===== config.mk =====
export PLATFORM = sky130hd
export DESIGN_NAME = signed_varint_encoder_unit_flat
export DESIGN_NICKNAME = d
export VERILOG_FILES = /design/src/hdl/svenc_pkg.sv /design/src/hdl/svenc_in_if.sv /design/src/hdl/svenc_out_if.sv /design/src/hdl/svenc_shift.sv /design/src/hdl/signed_varint_encoder_unit.sv /design/src/flat_wrapper.sv
export VERILOG_INCLUDE_DIRS = /design/src /design/src/hdl
export SDC_FILE = /design/constraint.sdc
export NUM_CORES = 1
export LEC_CHECK = 0
export BUFFER_PORTS_ARGS = -buffer_cell sky130_fd_sc_hd__buf_2
export CAP_MARGIN = 20
export CORE_AREA = 2 2 101 103
export CTS_BUF_LIST = sky130_fd_sc_hd__clkbuf_4 sky130_fd_sc_hd__clkbuf_8 sky130_fd_sc_hd__clkbuf_16
export CTS_CLUSTER_DIAMETER = 100
export DETAILED_ROUTE_END_ITERATION = 16
export DIE_AREA = 0 0 103 105
export PLACE_DENSITY = 0.54
export SLEW_MARGIN = 5
export SYNTH_ARGS = -nofsm -noshare
export SYNTH_HDL_FRONTEND = slang
export SYNTH_SLANG_ARGS = --single-unit

===== constraint.sdc =====
create_clock -name i_clk -period 9.27 [get_ports i_clk]
set_clock_uncertainty 0.05 [all_clocks]
set_input_delay 0.4635 -clock i_clk [delete_from_list [all_inputs] [get_ports i_clk]]
set_output_delay 0.4635 -clock i_clk [all_outputs]
set_load 0.02 [all_outputs]

===== src/hdl/signed_varint_encoder_unit_assert.svh =====
// Assertion macros used by the encoder RTL.
`ifndef SIGNED_VARINT_ENCODER_UNIT_ASSERT_SVH
`define SIGNED_VARINT_ENCODER_UNIT_ASSERT_SVH

// Same-cycle implication, sampled on the rising clock, off during reset.
`define SVENC_ASSERT_NOW(label, ante, cons) \
    label: assert property (@(posedge i_clk) disable iff (!i_rst_n) (ante) |-> (cons)) \
        else $error("encoder assertion failed");

// Next-cycle implication, sampled on the rising clock, off during reset.
`define SVENC_ASSERT_NEXT(label, ante, cons) \
    label: assert property (@(posedge i_clk) disable iff (!i_rst_n) (ante) |=> (cons)) \
        else $error("encoder assertion failed");

`endif


===== src/hdl/svenc_pkg.sv =====
`default_nettype none

package svenc_pkg;

    localparam int VALUE_BITS = 64;
    localparam int GROUP_BITS = 7;
    localparam int BYTE_BITS  = 8;
    localparam int MAX_BYTES  = 10;
    localparam int COUNT_W    = 4;

    // Index of the tenth byte, which holds only the top bit of the value.
    localparam logic [COUNT_W-1:0] LAST_INDEX = 4'd9;

    typedef enum logic {
        ST_IDLE,
        ST_EMIT
    } t_state;

    typedef struct packed {
        logic load;
        logic advance;
    } t_shift_ctrl;

    typedef struct packed {
        logic [GROUP_BITS-1:0] group;
        logic                  uniform;
        logic                  low_bit;
    } t_digit;

endpackage

`default_nettype wire


===== src/hdl/svenc_in_if.sv =====
`default_nettype none

interface svenc_in_if;
    logic               valid;
    logic               ready;
    logic signed [63:0] value;

    modport source (output valid, output value, input ready);
    modport sink   (input valid, input value, output ready);
endinterface

`default_nettype wire


===== src/hdl/svenc_out_if.sv =====
`default_nettype none

interface svenc_out_if;
    logic       valid;
    logic       ready;
    logic [7:0] code_byte;
    logic       last;

    modport source (output valid, output code_byte, output last, input ready);
    modport sink   (input valid, input code_byte, input last, output ready);
endinterface

`default_nettype wire


===== src/hdl/svenc_shift.sv =====
`default_nettype none

module svenc_shift (
    input  wire logic                               i_clk,
    input  wire svenc_pkg::t_shift_ctrl             i_ctrl,
    input  wire logic [svenc_pkg::VALUE_BITS-1:0]   i_value,
    output svenc_pkg::t_digit                       o_digit
);
    import svenc_pkg::*;

    logic [VALUE_BITS-1:0] r_value;
    logic [VALUE_BITS-1:0] n_value;

    // Each advance drops one group; the sign bit fills from the top so the
    // upper bits keep comparing against the sign of the original value.
    always_comb begin
        n_value = r_value;
        if (i_ctrl.load) begin
            n_value = i_value;
        end else if (i_ctrl.advance) begin
            n_value = {{GROUP_BITS{r_value[VALUE_BITS-1]}},
                       r_value[VALUE_BITS-1:GROUP_BITS]};
        end
    end

    always_ff @(posedge i_clk) begin
        r_value <= n_value;
    end

    // The code may stop here when bit 6 of the group and every bit above it agree.
    assign o_digit.group   = r_value[GROUP_BITS-1:0];
    assign o_digit.uniform = (&r_value[VALUE_BITS-1:GROUP_BITS-1])
                           | ~(|r_value[VALUE_BITS-1:GROUP_BITS-1]);
    assign o_digit.low_bit = r_value[0];

endmodule

`default_nettype wire


===== src/hdl/signed_varint_encoder_unit.sv =====
// The first code byte is offered in the cycle after the value is accepted.
// A value of n code bytes (1 to 10) holds the unit until its last byte is taken, one byte
// per cycle while o_out.ready is high, from the group shift register; the next value is
// taken in the cycle its predecessor's last byte is taken.
// Reset (synchronous, active low) returns the unit to idle; the value register is not cleared.
`default_nettype none

module signed_varint_encoder_unit (
    input  wire logic  i_clk,
    input  wire logic  i_rst_n,
    svenc_in_if.sink   i_in,
    svenc_out_if.source o_out
);
    import svenc_pkg::*;

    `include "signed_varint_encoder_unit_assert.svh"

    t_state               r_state;
    t_state               n_state;
    logic [COUNT_W-1:0]   r_count;
    logic [COUNT_W-1:0]   n_count;
    t_shift_ctrl          s_ctrl;
    t_digit               s_digit;
    logic                 s_in_req;
    logic                 s_out_req;
    logic                 s_tenth;
    logic                 s_last;

    svenc_shift u_shift (
        .i_clk   (i_clk),
        .i_ctrl  (s_ctrl),
        .i_value (i_in.value),
        .o_digit (s_digit)
    );

    assign s_tenth   = (r_count == LAST_INDEX);
    assign s_last    = s_tenth | s_digit.uniform;
    assign s_out_req = o_out.valid & o_out.ready;
    assign s_in_req  = i_in.valid & i_in.ready;

    // Next state.
    always_comb begin
        n_state = r_state;
        unique case (r_state)
            ST_IDLE: begin
                if (s_in_req) begin
                    n_state = ST_EMIT;
                end
            end
            ST_EMIT: begin
                if (s_out_req && s_last && !s_in_req) begin
                    n_state = ST_IDLE;
                end
            end
            default: n_state = ST_IDLE;
        endcase
    end

    // Outputs and shift control.
    always_comb begin
        i_in.ready      = 1'b0;
        o_out.valid     = 1'b0;
        s_ctrl.load     = 1'b0;
        s_ctrl.advance  = 1'b0;
        n_count         = r_count;
        unique case (r_state)
            ST_IDLE: begin
                i_in.ready = 1'b1;
            end
            ST_EMIT: begin
                o_out.valid = 1'b1;
                // The next value may enter as the last byte leaves.
                i_in.ready  = s_out_req & s_last;
                if (s_out_req) begin
                    if (s_last) begin
                        n_count = '0;
                    end else begin
                        s_ctrl.advance = 1'b1;
                        n_count        = r_count + COUNT_W'(1);
                    end
                end
            end
            default: begin
                n_count = '0;
            end
        endcase
        if (s_in_req) begin
            s_ctrl.load = 1'b1;
            n_count     = '0;
        end
    end

    // The tenth byte carries only the top bit of the value and no stop mark.
    always_comb begin
        if (s_tenth) begin
            o_out.code_byte = {{(BYTE_BITS-1){1'b0}}, s_digit.low_bit};
        end else begin
            o_out.code_byte = {s_digit.uniform, s_digit.group};
        end
        o_out.last = s_last;
    end

    always_ff @(posedge i_clk) begin
        if (!i_rst_n) begin
            r_state <= ST_IDLE;
            r_count <= '0;
        end else begin
            r_state <= n_state;
            r_count <= n_count;
        end
    end

    `SVENC_ASSERT_NOW(a_count_range, 1'b1, r_count <= LAST_INDEX)
    `SVENC_ASSERT_NOW(a_idle_count, r_state == ST_IDLE, r_count == '0)
    `SVENC_ASSERT_NEXT(a_count_step, s_out_req && !s_last,
                       (r_count == $past(r_count) + COUNT_W'(1)) && (r_state == ST_EMIT))
    `SVENC_ASSERT_NOW(a_tenth_byte, o_out.valid && s_tenth,
                      o_out.last && !o_out.code_byte[BYTE_BITS-1])

endmodule

`default_nettype wire


===== src/flat_wrapper.sv =====
// flat-port wrapper written by rule: the top's interface ports become plain ports
module signed_varint_encoder_unit_flat import svenc_pkg::*;
  (i_clk, i_rst_n, i_in_valid, i_in_value, i_in_ready, o_out_valid, o_out_code_byte, o_out_last, o_out_ready);
  svenc_in_if i_in_i ();
  svenc_out_if o_out_i ();
  input  wire logic i_clk;
  input  wire logic i_rst_n;
  input wire logic [$bits(i_in_i.valid)-1:0] i_in_valid;
  input wire logic [$bits(i_in_i.value)-1:0] i_in_value;
  output wire logic [$bits(i_in_i.ready)-1:0] i_in_ready;
  output wire logic [$bits(o_out_i.valid)-1:0] o_out_valid;
  output wire logic [$bits(o_out_i.code_byte)-1:0] o_out_code_byte;
  output wire logic [$bits(o_out_i.last)-1:0] o_out_last;
  input wire logic [$bits(o_out_i.ready)-1:0] o_out_ready;
  assign i_in_i.valid = i_in_valid;
  assign i_in_i.value = i_in_value;
  assign i_in_ready = i_in_i.ready;
  assign o_out_valid = o_out_i.valid;
  assign o_out_code_byte = o_out_i.code_byte;
  assign o_out_last = o_out_i.last;
  assign o_out_i.ready = o_out_ready;
  signed_varint_encoder_unit u_core (.i_clk(i_clk), .i_rst_n(i_rst_n), .i_in(i_in_i), .o_out(o_out_i));
endmodule

After elaboration in Yosys (flattened, before gate mapping)
Cells that the tools add are included.
- logic and storage cells: 34
- output and inout bits: 11
- flip-flop bits (word level): 69
- bits of input ports: 68
- add/subtract/negate cells: 1
- mux-type cells: 12
- bitwise logic cells: 8
- eq/ne operators: 1
- reduce and logical (&&, ||, !) cells: 8
- operator list (cell ; number):
    $mux 64 ; 1
    $mux 63 ; 1
    $reduce_and 58->1 ; 1
    $reduce_or 58->1 ; 1
    $mux 8 ; 1
    $mux 1 ; 6
    $add 4x1->4 const B ; 1
    $eq 4x4->1 const B ; 1
    $mux 4 ; 1
    $pmux 1 s2 ; 2
    $and 1x1->1 ; 3
    $not 1->1 ; 3
    $logic_and 1x1->1 ; 2
    $or 1x1->1 ; 2
    $reduce_and 2->1 ; 1
    $reduce_bool 2->1 ; 1
    $reduce_or 2->1 ; 1
    $logic_not 1->1 ; 1

Logic depth before layout (Yosys ltp)
- depth after elaboration: 11
- mapped depth: 9

Hierarchy
Synthesis repeated with hierarchy kept, for this count alone.
- cells, all modules: 240
- area total of the unflattened synthesis: 3339.5 µm²
- modules (own cells, without submodules) (module ; area an instance (µm²) ; cells an instance ; seq. area each (µm²) ; times used):
    svenc_shift ; 2987.9 ; 193 ; 1921.8 ; 1
    signed_varint_encoder_unit ; 351.6 ; 47 ; 100.1 ; 1

Worst setup path before layout
No wires, ideal clock.
- path type: register -> register
- from: register u_core.u_shift.r_value[63]
- to: register u_core.u_shift.r_value[0] (enable)
- data arrival time: 4.198 ns
- required time: 8.723 ns
- path slack: 4.525 ns
- stages on the path, launching flop included: 8
- library setup time: 0.497 ns
- path buffers: 1
- path through: edfxtp_1 > clkbuf_1 > nand4_1 > nor4_1 > nand4_1 > o31a_1 > nand2_1 > o21bai_1
- longest elaborated chain between the ends: 9
- elaborated cells between the ends (all ways): 13
- RTL lines (what ; line ; RTL):
    start, declared ; svenc_shift.sv:11 ; logic [VALUE_BITS-1:0] r_value;
    start signal, assigned ; svenc_shift.sv:27 ; r_value <= n_value;
    $reduce_or 58->1 ; svenc_shift.sv:33 ; | ~(|r_value[VALUE_BITS-1:GROUP_BITS-1]);
    $not 1->1 ; svenc_shift.sv:33 ;
    $or 1x1->1 (*) ; svenc_shift.sv:33 ;
    $or 1x1->1 (*) ; signed_varint_encoder_unit.sv:37 ; assign s_last = s_tenth | s_digit.uniform;
    via o_out_last ; flat_wrapper.sv:13 ; output wire logic [$bits(o_out_i.last)-1:0] o_out_last;
    $and 1x1->1 ; signed_varint_encoder_unit.sv:73 ; i_in.ready = s_out_req & s_last;
    $pmux 1 s2 ; signed_varint_encoder_unit.sv:66 ; unique case (r_state)
    $and 1x1->1 ; signed_varint_encoder_unit.sv:39 ; assign s_in_req = i_in.valid & i_in.ready;
    $mux 1 ; signed_varint_encoder_unit.sv:87 ; if (s_in_req) begin
    $reduce_bool 2->1 (no source line) (*) ; n/a ;
Mark *: on every way through the listed nets, which the timed path passes. The rest lies on a longest branch.
A chain may end at the register's enable or synchronous reset.

Final worst setup path
- from: register u_core.u_shift.r_value[39]
- to: register u_core.u_shift.r_value[14] (enable)
- longest elaborated chain between the ends: 9
- elaborated cells between the ends (all ways): 13
- RTL lines (what ; line):
    $reduce_or 58->1 ; svenc_shift.sv:33
    $not 1->1 ; svenc_shift.sv:33
    $or 1x1->1 (*) ; svenc_shift.sv:33
    $or 1x1->1 (*) ; signed_varint_encoder_unit.sv:37
    $and 1x1->1 ; signed_varint_encoder_unit.sv:73
    $pmux 1 s2 ; signed_varint_encoder_unit.sv:66
    $and 1x1->1 ; signed_varint_encoder_unit.sv:39
    $mux 1 ; signed_varint_encoder_unit.sv:87
    $reduce_bool 2->1 (no source line) (*) ; n/a
Mark *: on every way between the ends. The rest lies on a longest branch, timed or not.

==> metrics.json <==
{
  "count_of_vias_placed_by_the_detailed_router": {"value": 2151},
  "placed_wire_length_estimate": {"value": 5418, "unit": "um"},
  "worst_r2r_startpoint": {"value": "u_core.u_shift.r_value[39]$_DFFE_PP_"},
  "cts_root_buf": {"value": "sky130_fd_sc_hd__clkbuf_8"},
  "grt_first_pass_wirelength": {"value": 11260, "unit": "um"},
  "clock_tree.buffer_depth": {"value": 2},
  "cp.required": {"value": 9190, "unit": "ps"},
  "synth_sequential_area_ratio": {"value": 61.03, "unit": "%"},
  "grt_antenna_before_repair": {"value": 0},
  "post_drt_wl_per_cell": {"value": 16.72, "unit": "um"},
  "cts_post_setup_buffers_inserted": {"value": 0},
  "route.detailed.vias_per_inst": {"value": 4.878},
  "criticalPathCategory": {"value": "reg2reg"},
  "crit_path_start_kind": {"value": "flop"},
  "floorplan.core_area": {"value": 0.009639, "unit": "sq mm"},
  "tritoncts": {"value": "yes"},
  "floorplan.initialDensity": {"value": 34.37, "unit": "%"},
  "worst_pin_slew": {"value": 840.3, "unit": "ps"},
  "drt-total-wl": {"value": 7372, "unit": "um"},
  "rsz_0062_raised_after_global_routing": {"value": "no"},
  "drt_drc_violations_left": {"value": 0},
  "post-route-min-period": {"value": 4191, "unit": "ps"},
  "setup.worst_path.end_class": {"value": "flop"},
  "mostFrequentLayoutCell": {"value": "sky130_fd_sc_hd__buf_2"},
  "cts_clock_pin_slew_for_the_worst_setup_and_hold_paths": {"value": 70, "unit": "ps"},
  "drv_slew": {"value": 0},
  "grt_overflow": {"value": 0},
  "final-instance-count-excl-fill": {"value": 441},
  "crit_top_cell": {"value": "sky130_fd_sc_hd__buf_4"},
  "h_tree_lvls": {"value": 3},
  "die_area": {"value": 0.01082, "unit": "sq mm"},
  "synth_top_cell_by_area": {"value": "sky130_fd_sc_hd__edfxtp_1"},
  "ir_worst_vdd": {"value": 0.07912, "unit": "mV"},
  "final_net_count": {"value": 374},
  "power.density": {"value": 182.7, "unit": "mW/mm^2"},
  "port_buffers": {"value": 78},
  "register_area": {"value": 0.002022, "unit": "sq mm"},
  "yosys_warnings": {"value": 0},
  "number_of_synthesized_register_bits": {"value": 69},
  "grt_pass1_vias": {"value": 2194},
  "final_cell_mix": {"value": "sky130_fd_sc_hd__buf_2 (78), sky130_fd_sc_hd__edfxtp_1 (64), sky130_fd_sc_hd__mux2_2 (37), sky130_fd_sc_hd__mux2_1 (26)"},
  "dp.cells": {"value": 426},
  "total_leakage_power": {"value": 1.444, "unit": "nW"},
  "clock.fmax": {"value": 0.2386, "unit": "GHz"},
  "yosys.area.top_type_share": {"value": 58.01, "unit": "%"},
  "finalCritPeriodShare": {"value": 45.21, "unit": "%"},
  "hold_start": {"value": "i_rst_n"},
  "synthesis.area_per_instance": {"value": 14.92, "unit": "sq um"},
  "worstPathMaxFanout": {"value": 67},
  "hold_buffers": {"value": 0},
  "antenna_diode_instance_count": {"value": 0},
  "gp_routability_congestion": {"value": 0.7746},
  "hold_path_stages": {"value": 3},
  "setup_violations": {"value": 0},
  "ff2ff_path_depth": {"value": 8},
  "chipHeight": {"value": 105, "unit": "um"},
  "fraction_of_final_layout_cells_sized_beyond_drive_strength_1": {"value": 43.51, "unit": "%"},
  "area_growth": {"value": 20.92, "unit": "%"},
  "grt_start_max_net_pins": {"value": 68},
  "grt.total_usage": {"value": 14.08, "unit": "%"},
  "synthesis.instances": {"value": 222},
  "fp-row-count": {"value": 36},
  "final-hold-violation-count": {"value": 0},
  "timing.critical_path.from": {"value": "u_core.u_shift.r_value[39]$_DFFE_PP_"},
  "timing.critical_path.slowest_stage_cell": {"value": "sky130_fd_sc_hd__buf_4"},
  "antenna_violating_nets_post_route": {"value": 0},
  "synth_area_leaders": {"value": "sky130_fd_sc_hd__edfxtp_1 (58%), sky130_fd_sc_hd__mux2_2 (13%), sky130_fd_sc_hd__mux2_1 (8.8%), sky130_fd_sc_hd__nand4_1 (3.2%), sky130_fd_sc_hd__nor4_1 (3.2%)"},
  "arrival_time_of_the_worst_setup_path": {"value": 4110, "unit": "ps"},
  "fill_cell_total_of_the_finished_layout": {"value": 977},
  "ios": {"value": 79},
  "die_x": {"value": 103, "unit": "um"},
  "clk_latency": {"value": 330, "unit": "ps"},
  "clkSinkCount": {"value": 69},
  "fin_setup_tns": {"value": 0, "unit": "ps"},
  "multiInputGateArea": {"value": 0.001205, "unit": "sq mm"},
  "status": {"value": "finished, final reports clean"},
  "cap_viol_max_count": {"value": 0},
  "crit_path_cell_trace": {"value": "nor4_1 -> nand2_1 -> or4_1 -> o31a_1 -> a31oi_4 -> buf_4 -> o21bai_4 -> buf_4"},
  "detailedRoute.firstIterationViolations": {"value": 74},
  "critical_path_max_stage_delay": {"value": 650, "unit": "ps"},
  "holdWs": {"value": 344.5, "unit": "ps"},
  "drt-pass1-iter-count": {"value": 6},
  "hp-class": {"value": "in2reg"},
  "cts_inserted_buffers": {"value": 9},
  "worst_slew_margin_rel": {"value": 43.98, "unit": "%"},
  "syn-cell-area": {"value": 0.003313, "unit": "sq mm"},
  "post_cts_resized": {"value": 0},
  "post_synth_num_cell_types": {"value": 27},
  "syn_nets": {"value": 292}
}
-- final timing paths --
check                                               to  slack (ps)
hold / removal               u_core.r_state$_SDFF_PN0_         340
setup reg to reg  u_core.u_shift.r_value[14]$_DFFE_PP_        5080
hold reg to reg         u_core.r_count[0]$_SDFFE_PP0P_         500
setup / recovery  u_core.u_shift.r_value[14]$_DFFE_PP_        5080
-- power by group --
part,total [W],switching (W),internal (W)
sequential,0.000405,0.0000227,0.000382
combinational,0.0000869,0.0000423,0.0000446
clock,0.000240,0.000105,0.000135
total,0.000732,0.000170,0.000561
-- cells by family (layout without fill, tap and decap cells) --
kind of cell / count (synthesis) / in the layout / share of synthesized area, %
DFF: 69 / 69 / 61.03
muxes: 63 / 63 / 21.41
and+or+nand+nor: 60 / 60 / 10.23
buffers and inverters: 14 / 100 / 2.946
AOI/OAI and AO/OA: 12 / 12 / 3.097
adders and majority gates: 2 / 2 / 0.7552
xor gates and xnor gates: 2 / 2 / 0.5288
-- cell type report --
class | instances | share of cell area [%]
multi-input cells | 139 | 30.08
clock buffers | 13 | 3.841
well taps | 133 | 4.154
clock inverters | 2 | 0.8745
flip-flops and latches | 69 | 50.47
repair buffers | 80 | 10.12
inverters | 5 | 0.4685
-- critical path: cells and delay by family, from the launching register on --
family,cells,cell delay (ps)
buffers and inverters,2,1210
AO/OA/AOI/OAI,3,1010
AND/OR/NAND/NOR,3,1020
flip-flops,1,420
-- synthesized netlist by cell type, drive strengths merged --
cell type  count
dfxtp          5
nand2          9
buf            8
mux2          63
nand4         17
and2           7
a32oi          1
xnor2          2
ha             2
or4            1
nor4          17
o21bai         1
nand3          4
o41ai          1
edfxtp        64
nor2           3
clkbuf         1
o21ai          2
o31a           1
a311oi         2
inv            5
a31oi          3
a21o           1
nor3           2
-- state kept, by name, summed over array words and instances, names as in the netlist --
signal                  count
u_core.u_shift.r_value     64
u_core.r_count              4
u_core.r_state              1
-- metrics by stage --
stage / utilization (%) / worst slack [ps] / cell area (sq um) / total power, W
2_1_floorplan: - / 4525 / 3313 / 0.0004659
3_3_place_gp: 39.60 / 5127 / 3817 / 0.0004981
3_5_place_dp: 39.60 / 5098 / 3817 / 0.0005005
4_1_cts: 41.56 / 5073 / 4006 / 0.0007428
5_1_grt: 41.56 / 4861 / 4006 / 0.0007626
6_report: 41.56 / 5079 / 4006 / 0.0007318
-- per-layer routing --
layer	GRT usage, %	share of wire, %
met5	0	0
met4	3.102	0.77
met3	4.482	5.1
met2	23.56	50
met1	17.67	45
Power figures use the tool's default switching activity.
